--- src/hw/rtl/fxgrp_pkg.sv ---
// Shared types, opcodes and helpers for the CHIP-8 Fx-group executor.
// Self-contained; imported by the executor and its port checker.
package fxgrp_pkg;

  localparam int NUM_VREGS_DEF     = 16;
  localparam int MEM_ADDR_BITS_DEF = 12;
  localparam int QUEUE_DEPTH       = 4;
  localparam int QUEUE_AW          = $clog2(QUEUE_DEPTH);

  localparam int IN_DATA_W = 16;

  // Low instruction byte of the Fx group
  localparam logic [7:0] OP_LD_VX_DT  = 8'h07;
  localparam logic [7:0] OP_LD_VX_KEY = 8'h0A;
  localparam logic [7:0] OP_LD_DT_VX  = 8'h15;
  localparam logic [7:0] OP_LD_ST_VX  = 8'h18;
  localparam logic [7:0] OP_ADD_I_VX  = 8'h1E;
  localparam logic [7:0] OP_LD_FONT   = 8'h29;
  localparam logic [7:0] OP_BCD       = 8'h33;
  localparam logic [7:0] OP_STORE     = 8'h55;
  localparam logic [7:0] OP_LOAD      = 8'h65;

  localparam logic STATUS_OK      = 1'b0;
  localparam logic STATUS_UNKNOWN = 1'b1;

  typedef struct packed {
    logic [3:0] hund;
    logic [3:0] tens;
    logic [3:0] ones;
  } bcd_t;

  // One finished instruction waiting to be streamed out
  typedef struct packed {
    logic        status;
    logic        bcd;
    logic [7:0]  reg_value;
    logic [15:0] index;
    bcd_t        digits;
  } fx_rec_t;

  function automatic bcd_t to_bcd(input logic [7:0] v);
    logic [1:0]  h;
    logic [7:0]  rem8;
    logic [6:0]  rem;
    logic [14:0] prod;
    logic [3:0]  t;
    logic [6:0]  t10;
    bcd_t        res;
    h = (v >= 8'd200) ? 2'd2 : ((v >= 8'd100) ? 2'd1 : 2'd0);
    rem8 = v - ((h == 2'd2) ? 8'd200 : ((h == 2'd1) ? 8'd100 : 8'd0));
    rem  = rem8[6:0];
    // x / 10 as (x * 205) >> 11, exact below 100
    prod = 15'(rem) * 15'd205;
    t    = prod[14:11];
    t10  = 7'(t) * 7'd10;
    res.hund = {2'b00, h};
    res.tens = t;
    res.ones = 4'(rem - t10);
    return res;
  endfunction

endpackage

--- src/hw/rtl/chip8_fx_group_executor_unit.sv ---
// CHIP-8 Fx-group executor: V registers in a synchronous RAM, I and timers in flops.
// Depends on fxgrp_pkg.
//
//  channel | dir | handshake           | payload
//  in_     | in  | in_tvalid/in_tready | tdata: operation, reg_x, key_value
//  out_    | out | out_tvalid/tready   | tdata: status, mem_write, mem_addr, mem_data,
//          |     |                     |        reg_value; tlast: last
//
// One transaction in per cycle while in_tready is high; a result passes the execute
// stage register and is then written into the result queue before it is valid.
// BCD store (0x33) sends three output transactions, one per digit; all others send one.
// Throughput is set by the output beat sequencer and the 4-entry result queue.
// The register RAM is read at acceptance and written from the execute stage in the
// cycle after; a read that meets a write to the same entry is forwarded.
// rst_n clears the registers, timers, index and queue; a stalled output holds.
module chip8_fx_group_executor_unit
  import fxgrp_pkg::*;
#(
  parameter int NUM_VREGS     = NUM_VREGS_DEF,
  parameter int MEM_ADDR_BITS = MEM_ADDR_BITS_DEF,
  localparam int OUT_DATA_W   = ((14 + MEM_ADDR_BITS + 7) / 8) * 8
) (
  input  logic                  clk,
  input  logic                  rst_n,
  input  logic                  in_tvalid,
  output logic                  in_tready,
  input  logic [IN_DATA_W-1:0]  in_tdata,   // [7:0] operation, [11:8] reg_x, [15:12] key_value
  output logic                  out_tvalid,
  input  logic                  out_tready,
  output logic [OUT_DATA_W-1:0] out_tdata,  // status, mem_write, mem_addr, mem_data, reg_value
  output logic                  out_tlast   // last
);

  localparam int VREG_AW = $clog2(NUM_VREGS);
  localparam int PAD_W   = OUT_DATA_W - (14 + MEM_ADDR_BITS);

  logic [7:0] vmem [NUM_VREGS];
  logic [NUM_VREGS-1:0] vld_r;

  logic [7:0]         in_op;
  logic [VREG_AW-1:0] in_x;
  logic [3:0]         in_key;
  logic               in_fire;

  logic               s1_valid_r;
  logic [7:0]         s1_op_r;
  logic [VREG_AW-1:0] s1_x_r;
  logic [3:0]         s1_key_r;
  logic [7:0]         rd_data_r;
  logic               rd_vld_r;

  logic               fwd_valid_r;
  logic [VREG_AW-1:0] fwd_addr_r;
  logic [7:0]         fwd_data_r;

  logic [15:0] index_r, index_nxt;
  logic [7:0]  dt_r, dt_nxt;
  logic [7:0]  st_r, st_nxt;

  logic [7:0] vx_cur, vx_new;
  logic       vwe;
  logic       unknown;
  fx_rec_t    rec;

  fx_rec_t             queue [QUEUE_DEPTH];
  logic [QUEUE_AW-1:0] wr_ptr_r, rd_ptr_r;
  logic [QUEUE_AW:0]   cnt_r, cnt_nxt;
  logic [1:0]          beat_r;
  fx_rec_t             head;
  logic                out_fire, pop;
  logic [3:0]          digit;
  logic [MEM_ADDR_BITS-1:0] addr;

  assign in_op   = in_tdata[7:0];
  assign in_x    = in_tdata[8 +: VREG_AW];
  assign in_key  = in_tdata[15:12];
  // Credit covers the queue plus the item in the execute stage
  assign in_tready = ((cnt_r + {{QUEUE_AW{1'b0}}, s1_valid_r}) < (QUEUE_AW+1)'(QUEUE_DEPTH));
  assign in_fire = in_tvalid && in_tready;

  // Register RAM: read at acceptance, write from execute stage
  always_ff @(posedge clk) begin
    rd_data_r <= vmem[in_x];
    if (vwe) begin
      vmem[s1_x_r] <= vx_new;
    end
  end

  always_ff @(posedge clk) begin
    s1_op_r    <= in_op;
    s1_x_r     <= in_x;
    s1_key_r   <= in_key;
    fwd_addr_r <= s1_x_r;
    fwd_data_r <= vx_new;
    if (!rst_n) begin
      s1_valid_r  <= 1'b0;
      fwd_valid_r <= 1'b0;
      vld_r       <= '0;
      rd_vld_r    <= 1'b0;
      index_r     <= '0;
      dt_r        <= '0;
      st_r        <= '0;
    end else begin
      s1_valid_r  <= in_fire;
      fwd_valid_r <= vwe;
      rd_vld_r    <= vld_r[in_x];
      if (vwe) begin
        vld_r[s1_x_r] <= 1'b1;
      end
      index_r <= index_nxt;
      dt_r    <= dt_nxt;
      st_r    <= st_nxt;
    end
  end

  // Execute stage
  always_comb begin
    if (fwd_valid_r && (fwd_addr_r == s1_x_r)) begin
      vx_cur = fwd_data_r;
    end else if (rd_vld_r) begin
      vx_cur = rd_data_r;
    end else begin
      vx_cur = '0;
    end
    vx_new    = vx_cur;
    vwe       = 1'b0;
    unknown   = 1'b0;
    index_nxt = index_r;
    dt_nxt    = dt_r;
    st_nxt    = st_r;
    unique case (s1_op_r) inside
      OP_LD_VX_DT: begin
        vx_new = dt_r;
        vwe    = s1_valid_r;
      end
      OP_LD_VX_KEY: begin
        vx_new = {4'd0, s1_key_r};
        vwe    = s1_valid_r;
      end
      OP_LD_DT_VX: if (s1_valid_r) dt_nxt = vx_cur;
      OP_LD_ST_VX: if (s1_valid_r) st_nxt = vx_cur;
      OP_ADD_I_VX: if (s1_valid_r) index_nxt = index_r + {8'd0, vx_cur};
      OP_BCD, OP_LD_FONT, OP_STORE, OP_LOAD: ;
      default: unknown = 1'b1;
    endcase
    rec.status    = unknown ? STATUS_UNKNOWN : STATUS_OK;
    rec.bcd       = (s1_op_r == OP_BCD);
    rec.reg_value = vx_new;
    rec.index     = index_r;
    rec.digits    = to_bcd(vx_cur);
  end

  // Result queue and beat sequencer
  assign head     = queue[rd_ptr_r];
  assign out_tvalid = (cnt_r != '0);
  assign out_tlast  = !head.bcd || (beat_r == 2'd2);
  assign out_fire   = out_tvalid && out_tready;
  assign pop        = out_fire && out_tlast;
  assign cnt_nxt    = cnt_r + {{QUEUE_AW{1'b0}}, s1_valid_r} - {{QUEUE_AW{1'b0}}, pop};

  always_ff @(posedge clk) begin
    if (s1_valid_r) begin
      queue[wr_ptr_r] <= rec;
    end
  end

  always_ff @(posedge clk) begin
    if (!rst_n) begin
      wr_ptr_r <= '0;
      rd_ptr_r <= '0;
      cnt_r    <= '0;
      beat_r   <= '0;
    end else begin
      cnt_r <= cnt_nxt;
      if (s1_valid_r) begin
        wr_ptr_r <= wr_ptr_r + 1'b1;
      end
      if (pop) begin
        rd_ptr_r <= rd_ptr_r + 1'b1;
        beat_r   <= '0;
      end else if (out_fire) begin
        beat_r <= beat_r + 1'b1;
      end
    end
  end

  always_comb begin
    case (beat_r)
      2'd0:    digit = head.digits.hund;
      2'd1:    digit = head.digits.tens;
      default: digit = head.digits.ones;
    endcase
    addr = head.index[MEM_ADDR_BITS-1:0] + MEM_ADDR_BITS'(beat_r);
    if (!head.bcd) begin
      digit = '0;
      addr  = '0;
    end
  end

  assign out_tdata = {{PAD_W{1'b0}}, head.reg_value, digit, addr, head.bcd, head.status};

endmodule

--- config.mk ---
export PLATFORM = sky130hd
export DESIGN_NAME = chip8_fx_group_executor_unit
export DESIGN_NICKNAME = d
export VERILOG_FILES = /design/src/hw/rtl/fxgrp_pkg.sv /design/src/hw/rtl/chip8_fx_group_executor_unit.sv
export SDC_FILE = /design/constraint.sdc
export NUM_CORES = 1
export LEC_CHECK = 0
export BUFFER_PORTS_ARGS = -buffer_cell sky130_fd_sc_hd__buf_4
export CORE_MARGIN = 5
export CORE_UTILIZATION = 55
export DETAILED_ROUTE_END_ITERATION = 8
export PLACE_DENSITY = 0.72
export SYNTH_ARGS = -nofsm -noshare
export SYNTH_HDL_FRONTEND = slang
export SYNTH_SLANG_ARGS = --single-unit
export TNS_END_PERCENT = 5
--- constraint.sdc ---
create_clock -name clk -period 12.45 [get_ports clk]
set_input_delay 0.6225 -clock clk [delete_from_list [all_inputs] [get_ports clk]]
set_output_delay 0.6225 -clock clk [all_outputs]
set_load 0.005 [all_outputs]
==> flow_metrics.env <==
export IMPL_status="completed"
export IMPL_holdBufCountCts=0
export IMPL_port_buffers=48
export IMPL_ant_nets=0
export IMPL_ys_seq_area_share_pct=63.0
export IMPL_start_util_pct=55.6
export IMPL_startpoint_type="flip-flop"
export IMPL_max_cap_violations=0
export IMPL_synthArstFlopShare_pct=0
export IMPL_post_cts_buffers=0
export IMPL_grt_start_max_net_pins=60
export IMPL_cts_resized=0
export IMPL_grt_pass1_wl_mm=48.0
export IMPL_h_tree_depth=2
export IMPL_path_class="reg2reg"
export IMPL_ios=55
export IMPL_skew_ns=0.0100
export IMPL_die_y_um=175
export IMPL_rrSetupSlack_ns=4.28
export IMPL_grt_usage_pct=20.2
export IMPL_yosys_area_top_type_share_pct=51.5
export IMPL_core_mm2=0.0269
export IMPL_drc=0
export IMPL_p_per_area_mw_per_mm2=153
export IMPL_cts_sinks=342
export IMPL_final_nets=1108
export IMPL_cts_tree="built"
export IMPL_crit_required_ns=12.76
export IMPL_max_freq_mhz=122
export IMPL_fp_dieArea_mm2=0.0305
export IMPL_fillers=1943
export IMPL_setup_viol=0
export IMPL_whs_endpoint="s1_op_r[6]"
export IMPL_ys_warn_count=0
export IMPL_syn_cell_area_mm2=0.0149
export IMPL_diodes=0
export IMPL_path_clk_slew_ns=0.06
export IMPL_synth_area_per_cell_um2=15.5
export IMPL_avgViaCountPerCell=5.94
export IMPL_place_ws_ns=4.41
export IMPL_fin_setup_tns_ns=0
export IMPL_final_cells=1393
export IMPL_synth_ff_type="edfxtp_1"
export IMPL_slew_headroom_pct=18.7
export IMPL_cp_end_kind="flip-flop"
export IMPL_hold_path_depth=1
export IMPL_clockBufferDepth=3
export IMPL_drtIter0Drc=736
export IMPL_min_from="in_tdata[6]"
export IMPL_first_global_vias=8478
export IMPL_fin_crit_sh_pct=65.6
export IMPL_reg2regPathDepth=26
export IMPL_yosys_top_cells_area="edfxtp_1, dfxtp_1, mux4_2"
export IMPL_gp_congestion=0.850
export IMPL_rsz0062_at_grt="no"
export IMPL_p_leak_nw=5.96
export IMPL_rows=60
export IMPL_synthTopCellsByCount="edfxtp_1, dfxtp_1, mux4_2, nand2_1, ha_1"
export IMPL_ys_seq_elements=342
export IMPL_wl_per_cell_um=21.7
export IMPL_postLayoutSetupSlackWorst_ns=4.28
export IMPL_slew_viol_final=0
export IMPL_synth_most_common_cell="edfxtp_1"
export IMPL_vdd_drop_max_v=0.000164
export IMPL_area_delta_synth_final_pct=13.0
export IMPL_dp_cells=1328
export IMPL_hold_violations=0
export IMPL_clk_latency_ns=0.52
export IMPL_worstHoldPathType="in2reg"
export IMPL_cts_made_buffers=36
export IMPL_tightest_slew_ns=1.21
export IMPL_grt_overflow_total=0
export IMPL_dp_hpwl_mm=19.1
export IMPL_syn_inst=966
export IMPL_routed_wl_mm=30.3
export IMPL_path_max_fanout=11
export IMPL_worst_ep_arrival_time_ns=8.48
export IMPL_total_power_mw=2.59
export IMPL_num_vias=8280
export IMPL_die_x_um=175
export IMPL_cts_root_buf="clkbuf_16"
export IMPL_synth_edf_count=256
export IMPL_synth_area_leader_cell="edfxtp_1"
export IMPL_rr_endpoint="queue[3][3]"
export IMPL_first_pass_iters=5
export IMPL_r2r_start="s1_x_r[0]"
export IMPL_layout_drive_gt1_share_pct=20.5
export IMPL_antenna_found_initial=0
export IMPL_synth_distinct_cells=71
export IMPL_layout_min_cycle_time_ns=8.17
## worst max-delay path by stage
| stage | to | cells past startpoint | from | slack [ns] |
|---|---|---|---|---|
| global route | queue[0][3] | 25 | s1_x_r[0] | 3.74 |
| CTS | queue[0][3] | 26 | s1_x_r[1] | 4.33 |
| detailed placement | queue[3][3] | 26 | s1_x_r[0] | 4.41 |
| finish | queue[3][3] | 26 | s1_x_r[0] | 4.28 |
| floorplan | queue[0][3] | 31 | s1_x_r[1] | 5.78 |
| global placement | queue[0][3] | 26 | s1_x_r[1] | 4.74 |
## metrics by stage
step	hold WS, ns	util (%)	area [µm²]
after global placement	0.399	58.2	15600
after global routing	0.195	62.8	16900
after CTS	0.200	62.8	16900
after floorplan	0.326	-	15000
after detailed placement	0.410	58.2	15600
final	0.209	62.8	16900
## state kept, by name, indices dropped and copies added (netlist names), named ones only
signal and count:
beat_r 2, cnt_r 3, dt_r 8, fwd_addr_r 4, fwd_data_r 8, fwd_valid_r 1
index_r 12, queue 128, rd_data_r 8, rd_ptr_r 2, rd_vld_r 1, s1_key_r 4
s1_op_r 8, s1_valid_r 1, s1_x_r 4, vld_r 16, vmem 128, wr_ptr_r 2
## area by class of cell
| type | instances | area (µm²) | area share (%) |
|---|---|---|---|
| inverters | 42 | 158 | 0.934 |
| multi-input cells | 540 | 5180 | 30.7 |
| flip-flops and latches | 342 | 9410 | 55.8 |
| clock inverters | 20 | 272 | 1.61 |
| repair buffers | 63 | 473 | 2.80 |
| clock buffers | 45 | 955 | 5.66 |
| well taps | 341 | 427 | 2.53 |
## cells by family (layout without fill, tap and decap cells)
| kind of cell | count (synthesis) | count (layout) | share of synthesized area (%) |
|---|---|---|---|
| adder cells (fa/ha/maj) | 65 | 65 | 6.02 |
| buffers and inverters | 89 | 170 | 2.61 |
| flip-flops | 342 | 342 | 63.0 |
| AND/OR/NAND/NOR | 220 | 220 | 7.77 |
| other | 1 | 6 | 0.0251 |
| XOR/XNOR | 38 | 38 | 2.33 |
| multiplexers | 85 | 85 | 12.1 |
| AO/OA/AOI/OAI | 126 | 126 | 6.16 |
## layer usage
layer  routed length [µm]  up-vias  GRT usage (%)
met5                    0        -              0
met4                  994        0           6.94
met3                 1280       54           2.81
met2                15700      235           36.1
met1                12300     4174           25.5
li1                     -     3817              -
## worst max-delay path, cell delays in order, from the launching register on
cell and delay (ns):
dfxtp_1 0.53, xor2_1 0.15, nor3_1 0.93, and3_1 0.31, or2_0 0.51, a22o_1 0.34
nand2_1 0.12, fa_1 0.44, o21ai_0 0.22, nand2b_1 0.10, xnor2_1 0.32, ha_1 0.29
ha_1 0.29, fa_1 0.50, inv_1 0.06, fa_1 0.45, inv_1 0.07, ha_1 0.17
nor2_1 0.06, o2111a_1 0.15, o41ai_4 0.47, a21oi_1 0.16, xnor2_1 0.47, fa_1 0.29
xor2_1 0.19, xnor2_1 0.10, xnor2_1 0.27
## report_power, final
group | switching, mW | internal (mW)
Clock | 0.425 | 0.673
Combinational | 0.116 | 0.120
Sequential | 0.0142 | 1.24
## placed cells by master, fill, tap and decap left out, types with 19 or more instances in the layout
| master | n |
|---|---|
| inv_1 | 42 |
| mux4_2 | 76 |
| nor2_1 | 41 |
| a21oi_1 | 21 |
| clkbuf_16 | 36 |
| o21a_1 | 19 |
| edfxtp_1 | 256 |
| and2_1 | 25 |
| nand2_1 | 53 |
| dfxtp_1 | 85 |
| ha_1 | 51 |
| buf_4 | 63 |
(Power assumes the default switching activity.)
